[config.mk]
export PLATFORM = sky130hd
export DESIGN_NAME = sha256_stream_hasher_top
export DESIGN_NICKNAME = d
export VERILOG_FILES = /design/src/design/s256_pkg.sv /design/src/design/s256_engine.sv /design/src/design/sha256_stream_hasher_top.sv
export SDC_FILE = /design/constraint.sdc
export NUM_CORES = 2
export LEC_CHECK = 0
export ABC_AREA = 1
export BUFFER_PORTS_ARGS = -buffer_cell sky130_fd_sc_hd__buf_4
export CORE_MARGIN = 3
export CORE_UTILIZATION = 40
export DETAILED_ROUTE_END_ITERATION = 10
export MAX_ROUTING_LAYER = met4
export PLACE_DENSITY = 0.51
export SLEW_MARGIN = 15
export SYNTH_ARGS = -nofsm -noshare
export SYNTH_HDL_FRONTEND = slang
export SYNTH_SLANG_ARGS = --single-unit
export TNS_END_PERCENT = 100
[constraint.sdc]
create_clock -name clk -period 27 [get_ports clk]
set_input_delay 5.4 -clock clk [delete_from_list [all_inputs] [get_ports clk]]
set_output_delay 5.4 -clock clk [all_outputs]
set_load 0.01 [all_outputs]
[src/design/s256_pkg.sv]
// ----------------------------------------------------------------------------
// s256_pkg
// shared types, round constants and bit functions of the sha-256 hasher
// ----------------------------------------------------------------------------
package s256_pkg;

  typedef logic [31:0]      word_t;
  typedef logic [7:0][31:0] hash_t;

  typedef struct packed {
    logic start;   // load block and run the rounds
    logic reinit;  // return the hash words to the initial values
  } s256_ctl_t;

  typedef struct packed {
    logic busy;
  } s256_sts_t;

  localparam int unsigned NumRounds = 64;
  localparam int unsigned BlockBits = 512;

  localparam word_t RoundK [NumRounds] = '{
    32'h428a2f98, 32'h71374491, 32'hb5c0fbcf, 32'he9b5dba5,
    32'h3956c25b, 32'h59f111f1, 32'h923f82a4, 32'hab1c5ed5,
    32'hd807aa98, 32'h12835b01, 32'h243185be, 32'h550c7dc3,
    32'h72be5d74, 32'h80deb1fe, 32'h9bdc06a7, 32'hc19bf174,
    32'he49b69c1, 32'hefbe4786, 32'h0fc19dc6, 32'h240ca1cc,
    32'h2de92c6f, 32'h4a7484aa, 32'h5cb0a9dc, 32'h76f988da,
    32'h983e5152, 32'ha831c66d, 32'hb00327c8, 32'hbf597fc7,
    32'hc6e00bf3, 32'hd5a79147, 32'h06ca6351, 32'h14292967,
    32'h27b70a85, 32'h2e1b2138, 32'h4d2c6dfc, 32'h53380d13,
    32'h650a7354, 32'h766a0abb, 32'h81c2c92e, 32'h92722c85,
    32'ha2bfe8a1, 32'ha81a664b, 32'hc24b8b70, 32'hc76c51a3,
    32'hd192e819, 32'hd6990624, 32'hf40e3585, 32'h106aa070,
    32'h19a4c116, 32'h1e376c08, 32'h2748774c, 32'h34b0bcb5,
    32'h391c0cb3, 32'h4ed8aa4a, 32'h5b9cca4f, 32'h682e6ff3,
    32'h748f82ee, 32'h78a5636f, 32'h84c87814, 32'h8cc70208,
    32'h90befffa, 32'ha4506ceb, 32'hbef9a3f7, 32'hc67178f2
  };

  // element 0 is digest word 0
  localparam hash_t StartHash = {
    32'h5be0cd19, 32'h1f83d9ab, 32'h9b05688c, 32'h510e527f,
    32'ha54ff53a, 32'h3c6ef372, 32'hbb67ae85, 32'h6a09e667
  };

  localparam logic [7:0] PadMark = 8'h80;
  localparam logic [5:0] LenPos  = 6'd56;

  function automatic word_t rotr(input word_t x, input int unsigned n);
    rotr = (x >> n) | (x << (32 - n));
  endfunction

  function automatic word_t big_sig0(input word_t x);
    big_sig0 = rotr(x, 2) ^ rotr(x, 13) ^ rotr(x, 22);
  endfunction

  function automatic word_t big_sig1(input word_t x);
    big_sig1 = rotr(x, 6) ^ rotr(x, 11) ^ rotr(x, 25);
  endfunction

  function automatic word_t sml_sig0(input word_t x);
    sml_sig0 = rotr(x, 7) ^ rotr(x, 18) ^ (x >> 3);
  endfunction

  function automatic word_t sml_sig1(input word_t x);
    sml_sig1 = rotr(x, 17) ^ rotr(x, 19) ^ (x >> 10);
  endfunction

  function automatic word_t choose(input word_t e, input word_t f, input word_t g);
    choose = (e & f) ^ (~e & g);
  endfunction

  function automatic word_t major(input word_t a, input word_t b, input word_t c);
    major = (a & b) ^ (a & c) ^ (b & c);
  endfunction

endpackage

[src/design/s256_engine.sv]
// ----------------------------------------------------------------------------
// s256_engine
// compression unit: one round per cycle over a 16-word schedule window
// ----------------------------------------------------------------------------
module s256_engine (
  input  logic                         clk,
  input  logic                         rst_n,
  input  s256_pkg::s256_ctl_t          ctl_i,
  input  logic [s256_pkg::BlockBits-1:0] blk_i,   // first message byte in the top bits
  output s256_pkg::s256_sts_t          sts_o,
  output s256_pkg::hash_t              hash_o
);

  import s256_pkg::*;

  typedef enum logic [2:0] {
    E_IDLE  = 3'b001,
    E_ROUND = 3'b010,
    E_ADD   = 3'b100
  } eng_state_t;

  eng_state_t  state_r, state_nxt;
  logic [5:0]  rnd_r, rnd_nxt;
  hash_t       hash_r, hash_nxt;
  word_t       v_r [8];
  word_t       v_nxt [8];
  word_t       w_r [16];
  word_t       w_nxt [16];

  word_t t1, t2, w_new;

  always_comb begin
    t1    = v_r[7] + big_sig1(v_r[4]) + choose(v_r[4], v_r[5], v_r[6])
          + RoundK[rnd_r] + w_r[0];
    t2    = big_sig0(v_r[0]) + major(v_r[0], v_r[1], v_r[2]);
    w_new = sml_sig1(w_r[14]) + w_r[9] + sml_sig0(w_r[1]) + w_r[0];
  end

  always_comb begin
    state_nxt = state_r;
    rnd_nxt   = rnd_r;
    hash_nxt  = hash_r;
    v_nxt     = v_r;
    w_nxt     = w_r;
    unique case (state_r)
      E_IDLE: begin
        if (ctl_i.reinit) begin
          hash_nxt = StartHash;
        end
        if (ctl_i.start) begin
          for (int i = 0; i < 8; i++) begin
            v_nxt[i] = hash_r[i];
          end
          for (int i = 0; i < 16; i++) begin
            w_nxt[i] = blk_i[BlockBits-1-32*i -: 32];
          end
          rnd_nxt   = '0;
          state_nxt = E_ROUND;
        end
      end
      E_ROUND: begin
        v_nxt[7] = v_r[6];
        v_nxt[6] = v_r[5];
        v_nxt[5] = v_r[4];
        v_nxt[4] = v_r[3] + t1;
        v_nxt[3] = v_r[2];
        v_nxt[2] = v_r[1];
        v_nxt[1] = v_r[0];
        v_nxt[0] = t1 + t2;
        // schedule window slides by one word per round
        for (int i = 0; i < 15; i++) begin
          w_nxt[i] = w_r[i+1];
        end
        w_nxt[15] = w_new;
        rnd_nxt   = rnd_r + 6'd1;
        if (rnd_r == 6'(NumRounds - 1)) begin
          state_nxt = E_ADD;
        end
      end
      E_ADD: begin
        for (int i = 0; i < 8; i++) begin
          hash_nxt[i] = hash_r[i] + v_r[i];
        end
        state_nxt = E_IDLE;
      end
      default: begin
        state_nxt = E_IDLE;
      end
    endcase
  end

  always_ff @(posedge clk) begin
    if (!rst_n) begin
      state_r <= E_IDLE;
      rnd_r   <= '0;
      hash_r  <= StartHash;
    end else begin
      state_r <= state_nxt;
      rnd_r   <= rnd_nxt;
      hash_r  <= hash_nxt;
    end
  end

  always_ff @(posedge clk) begin
    v_r <= v_nxt;
    w_r <= w_nxt;
  end

  assign sts_o.busy = (state_r != E_IDLE);
  assign hash_o     = hash_r;

endmodule

[src/design/sha256_stream_hasher_top.sv]
// ----------------------------------------------------------------------------
// sha256_stream_hasher_top
// byte-stream sha-256: block gathering, padding and digest output
// ----------------------------------------------------------------------------
// one byte transfer per cycle while gathering; every 64th byte hands the block to
// the shared round unit (64 rounds, hash add, hand-back), during which no bytes are
// taken. end of message adds padding bytes, one or two compressions, then eight
// digest transfers, one per cycle while out_tready is high.
// reset restores the initial hash and clears counters; the byte buffer is not cleared.
module sha256_stream_hasher_top (
  input  logic        clk,
  input  logic        rst_n,
  input  logic        in_tvalid,
  output logic        in_tready,
  input  logic [7:0]  in_tdata,   // [7:0] data_byte
  input  logic        in_tuser,   // [0] byte_valid
  input  logic        in_tlast,   // end_of_message
  output logic        out_tvalid,
  input  logic        out_tready,
  output logic [31:0] out_tdata,  // [31:0] digest_word
  output logic [2:0]  out_tuser,  // [2:0] word_index
  output logic        out_tlast   // last_word
);

  import s256_pkg::*;

  typedef enum logic [3:0] {
    T_IDLE = 4'b0001,
    T_WAIT = 4'b0010,
    T_PAD  = 4'b0100,
    T_OUT  = 4'b1000
  } top_state_t;

  top_state_t           state_r, state_nxt;
  logic [BlockBits-1:0] buf_r, buf_nxt;
  logic [5:0]           fill_r, fill_nxt;
  logic [63:0]          bits_r, bits_nxt;
  logic                 start_r, start_nxt;
  logic                 fin_r, fin_nxt;
  logic                 sent80_r, sent80_nxt;
  logic                 len_ph_r, len_ph_nxt;
  logic [2:0]           oidx_r, oidx_nxt;

  logic       push_en;
  logic [7:0] push_byte;
  logic       in_xfer, out_xfer;
  s256_ctl_t  eng_ctl;
  s256_sts_t  eng_sts;
  hash_t      eng_hash;

  assign in_tready  = (state_r == T_IDLE);
  assign in_xfer    = in_tvalid && in_tready;
  assign out_tvalid = (state_r == T_OUT);
  assign out_xfer   = out_tvalid && out_tready;
  assign out_tdata  = eng_hash[oidx_r];
  assign out_tuser  = oidx_r;
  assign out_tlast  = (oidx_r == 3'd7);

  always_comb begin
    state_nxt      = state_r;
    bits_nxt       = bits_r;
    fin_nxt        = fin_r;
    sent80_nxt     = sent80_r;
    len_ph_nxt     = len_ph_r;
    oidx_nxt       = oidx_r;
    push_en        = 1'b0;
    push_byte      = in_tdata;
    eng_ctl.reinit = 1'b0;
    // start is registered, so it rises in the cycle after the last byte and the engine sees the full buffer
    eng_ctl.start  = start_r;
    unique case (state_r)
      T_IDLE: begin
        if (in_xfer) begin
          push_en = in_tuser;
          fin_nxt = in_tlast;
          if (in_tuser) begin
            bits_nxt = bits_r + 64'd8;
          end
          priority if (in_tuser && fill_r == 6'd63) begin
            state_nxt = T_WAIT;
          end else if (in_tlast) begin
            state_nxt = T_PAD;
          end
        end
      end
      T_PAD: begin
        push_en = 1'b1;
        priority if (!sent80_r) begin
          push_byte  = PadMark;
          sent80_nxt = 1'b1;
        end else if (len_ph_r || fill_r == LenPos) begin
          // length goes out big-endian, shifted off the top of the counter
          push_byte  = bits_r[63:56];
          bits_nxt   = {bits_r[55:0], 8'h00};
          len_ph_nxt = 1'b1;
        end else begin
          push_byte = 8'h00;
        end
        if (fill_r == 6'd63) begin
          state_nxt = T_WAIT;
        end
      end
      T_WAIT: begin
        if (!start_r && !eng_sts.busy) begin
          priority if (!fin_r) begin
            state_nxt = T_IDLE;
          end else if (len_ph_r) begin
            state_nxt = T_OUT;
          end else begin
            state_nxt = T_PAD;
          end
        end
      end
      T_OUT: begin
        if (out_xfer) begin
          oidx_nxt = oidx_r + 3'd1;
          if (oidx_r == 3'd7) begin
            eng_ctl.reinit = 1'b1;
            bits_nxt       = '0;
            fin_nxt        = 1'b0;
            sent80_nxt     = 1'b0;
            len_ph_nxt     = 1'b0;
            state_nxt      = T_IDLE;
          end
        end
      end
      default: begin
        state_nxt = T_IDLE;
      end
    endcase
  end

  always_comb begin
    buf_nxt   = buf_r;
    fill_nxt  = fill_r;
    start_nxt = 1'b0;
    if (push_en) begin
      buf_nxt   = {buf_r[BlockBits-9:0], push_byte};
      fill_nxt  = fill_r + 6'd1;
      start_nxt = (fill_r == 6'd63);
    end
  end

  always_ff @(posedge clk) begin
    if (!rst_n) begin
      state_r  <= T_IDLE;
      fill_r   <= '0;
      bits_r   <= '0;
      start_r  <= 1'b0;
      fin_r    <= 1'b0;
      sent80_r <= 1'b0;
      len_ph_r <= 1'b0;
      oidx_r   <= '0;
    end else begin
      state_r  <= state_nxt;
      fill_r   <= fill_nxt;
      bits_r   <= bits_nxt;
      start_r  <= start_nxt;
      fin_r    <= fin_nxt;
      sent80_r <= sent80_nxt;
      len_ph_r <= len_ph_nxt;
      oidx_r   <= oidx_nxt;
    end
  end

  always_ff @(posedge clk) begin
    buf_r <= buf_nxt;
  end

  s256_engine u_engine (
    .clk    (clk),
    .rst_n  (rst_n),
    .ctl_i  (eng_ctl),
    .blk_i  (buf_r),
    .sts_o  (eng_sts),
    .hash_o (eng_hash)
  );

endmodule
==> summary.txt <==
Floorplanning
  – Initial core utilization: 0.4034
  – IO Pins: 52
  – Die ar.: 0.2494 mm²
  – Height of the chip: 499.4 µm
  – Number of cell rows: 180
  – Core Area: 0.2414 mm²
  – Die W: 499.4 µm

Power
  – Leak: 45.53 nW
  – Power Dens Cells: 53.18 mW/mm²
  – Worst ir drop on vdd: 0.05308 mV

Yosys
  – Synth area leaders: edfxtp_1 (39%), nand2_1 (14%), dfxtp_1 (7.1%)
  – Mapped Cells: 11,740
  – Largest area contributor in the netlist: edfxtp_1
  – Ys flop type: edfxtp_1
  – Ys async rst share: 0
  – Yosys top cell area share: 0.3947
  – Synth cell types: 64
  – Syn_area_per_cell: 8.295 µm²
  – Mapped Nets: 12,350
  – EDFF count, synth: 1,280
  – #FFs+latches synth: 1,623
  – Synthesized area: 0.09739 mm²
  – Syn. warnings: 0
  – Register area share after synthesis: 0.4652

STA
  – Headroom to the max-slew limit: 0.1536
  – Unrepaired setup endpoints after global routing: no
  – Fmax: 0.09822 GHz
  – Slew Viols, Final: 0
  – Worst slew pin tran: 1.256 ns
  – Skew final: 0.09398 ns
  – Setup total negative slack: 0 ns
  – Worst setup margin: 16.82 ns
  – Period utilization: 0.3771
  – Final Hold Fails: 0
  – Period minus WS final: 10.18 ns
  – Final Setup Violations: 0
  – Hold_ws: 0.3919 ns

Worst setup path
  – Worst Setup End Kind: primary output
  – Startpoint Class: flip-flop
  – CP Buf/Inv Count: 4
  – Worst setup startpoint: out_tuser[0]
  – WP data arrival: 4.78 ns
  – Most frequent CP cell: buf_4
  – Worst-path maximum fanout: 75
  – Slowest stage cell, crit path: a21oi_1
  – Worst r2r src: u_engine.rnd_r[2]
  – Critical-path cell list: buf_4 > clkinv_2 > buf_4 > nand2_1 > o21ai_0 > a21oi_1 > a31oi_1 > buf_4
  – Top cell family by delay on the critical path: compound AO/OA/AOI/OAI gates
  – Crit path required time: 21.60 ns
  – Slowest stage delay, CP: 1.00 ns
  – Critical path type: reg2out

Finish
  – Fillers: 24,260
  – Register area: 0.04531 mm²
  – Most frequent cells in the layout: nand2_1 (3,655), edfxtp_1 (1,280), inv_1 (1,152)
  – Commonest non-fill, non-tap cell in the layout: nand2_1
  – Nets@finish: 12,230
  – P&R area growth vs syn: 10.12%
  – Final Instance Area: 0.1072 mm²
  – Layout cells sized above 1: 0.04014
  – Footprint of the multi-input gates: 0.04591 mm²

GRT
  – Largest net degree at the start of global routing: 208
  – Vias in the first global route: 80,000
  – First-pass GRT wire length: 572.2 mm
  – GR Util All Layers: 0.3213
  – Initial antenna violation count: 19
  – GR Overflow Total: 0

Placement
  – Setup Slack @ Placement: 17.21 ns
  – Placed instance area: 0.1008 mm²
  – GPL Wtd Cong: 1.048
  – Port Buf Inserts: 51
  – DPL Wire Length: 300.8 mm

Routing
  – Drt initial violations: 9,523
  – Residual DRC count: 0
  – Routed vias/inst: 5.618
  – Vias: 84,160
  – Drt wl/cell: 26.67 µm
  – Routed WL: 399.4 mm
  – Drt first pass iters: 6
  – Antenna-violating nets left: 0

CTS
  – CTS tree: built
  – Skew-Pair Late Insertion Delay: 0.88 ns
  – CTS Buf Count: 185
  – Post-CTS sizing: 0
  – CTS Buffer Depth: 3
  – Sink Count: 1,623
  – H-tree Lvls: 4
  – CTS root buffer: clkbuf_16
  – CTS Hold Bufs: 0
  – CTS clk-pin slew, worst paths: 0.06 ns
  – Buffer count from post-CTS setup fixing: 0

Status
  – Outcome: finished clean

Hold path
  – Min-delay worst type: reg2reg
  – Hold Startpoint: buf_r[34]

Job
  – # Max-Cap Violations: 0
==> logic make-up (layout without fill, tap and decap cells) <==
family                     count (synthesis)  after routing  share of synthesized area
buffers and inverters                   1620           1663                    0.06371
DFF                                     1623           1623                     0.4652
adders and majority gates                616            616                    0.09355
muxes                                     10             10                   0.001053
other                                      0             10                          0
AOI/OAI and AO/OA                       2236           2236                     0.1250
xor gates and xnor gates                 366            366                    0.03291
and+or+nand+nor                         5270           5270                     0.2186
==> metrics by stage <==
step / cells / util / power (W)
floorplan: 11740 / - / 0.003091
global placement: 14620 / 0.4177 / 0.003113
detailed placement: 14620 / 0.4177 / 0.003120
CTS: 14970 / 0.4441 / 0.005764
global route: 14980 / 0.4442 / 0.005904
finish: 14980 / 0.4442 / 0.005703
==> worst register-to-register path: cells and delay by family (launching register included) <==
family,cells,cell delay [ns]
buf+inv,6,1.74
compound gates,4,1.20
flops,1,0.31
xor+xnor,1,0.47
simple gates,18,3.22
fa+ha+maj,6,2.75
==> routing by layer <==
metal | up-vias | GRT usage | wire (µm)
met5 | - | - | 0
met4 | 0 | 0.1146 | 16850
met3 | 708 | 0.05519 | 33250
met2 | 3628 | 0.4566 | 168100
met1 | 40730 | 0.4594 | 181300
li1 | 39090 | - | -
==> state kept, by name (all words and copies together), names as in the netlist <==
| signal | cells |
|---|---|
| fill_r | 6 |
| u_engine.hash_o | 256 |
| sent80_r | 1 |
| state_r | 4 |
| out_tuser | 3 |
| start_r | 1 |
| u_engine.state_r | 3 |
| len_ph_r | 1 |
| buf_r | 512 |
| u_engine.w_r | 512 |
| u_engine.v_r | 256 |
| bits_r | 61 |
| fin_r | 1 |
| u_engine.rnd_r | 6 |
==> path summary, 6_finish.rpt <==
check,slack [ns],end,cells after the start
setup / recovery,16.82,out_tdata[8],8
hold reg to reg,0.39,buf_r[42],0
setup reg to reg,17.13,u_engine.v_r[255],35
hold / removal,0.39,buf_r[42],0
==> layout make-up <==
cell class / instances / share of cell area
diodes: 10 / 0.0002333
clock buffers: 245 / 0.04756
clock inverters: 102 / 0.01186
inverters: 1169 / 0.04118
multi-input cells: 8498 / 0.4281
flip-flops and latches: 1623 / 0.4225
well taps: 3185 / 0.03716
repair buffers: 147 / 0.01137
==> power by group <==
part	leakage (nW)	internal, W	switching (W)	total, W
logic	27.8	0.0000522	0.000142	0.000194
clock network	3.07	0.00151	0.00113	0.00264
registers	14.6	0.00281	0.0000585	0.00287
total	45.5	0.00437	0.00133	0.00570
==> synth_stat cells, drive strengths merged (9+ instances only) <==
cell    count
nand2    3657
edfxtp   1280
inv      1167
o21ai     931
a21oi     886
nor2      734
nand3     544
ha        397
dfxtp     343
clkbuf    338
xor2      220
fa        195
xnor2     146
nor3      122
nand4     119
buf       113
o211ai     98
a31oi      64
o21bai     60
a21o       48
o21a       40
nand3b     37
a21boi     30
o22ai      29
nor4       27
maj3       24
a211oi     12
o221ai      9
Note: power is estimated with default switching activity, not from simulation.
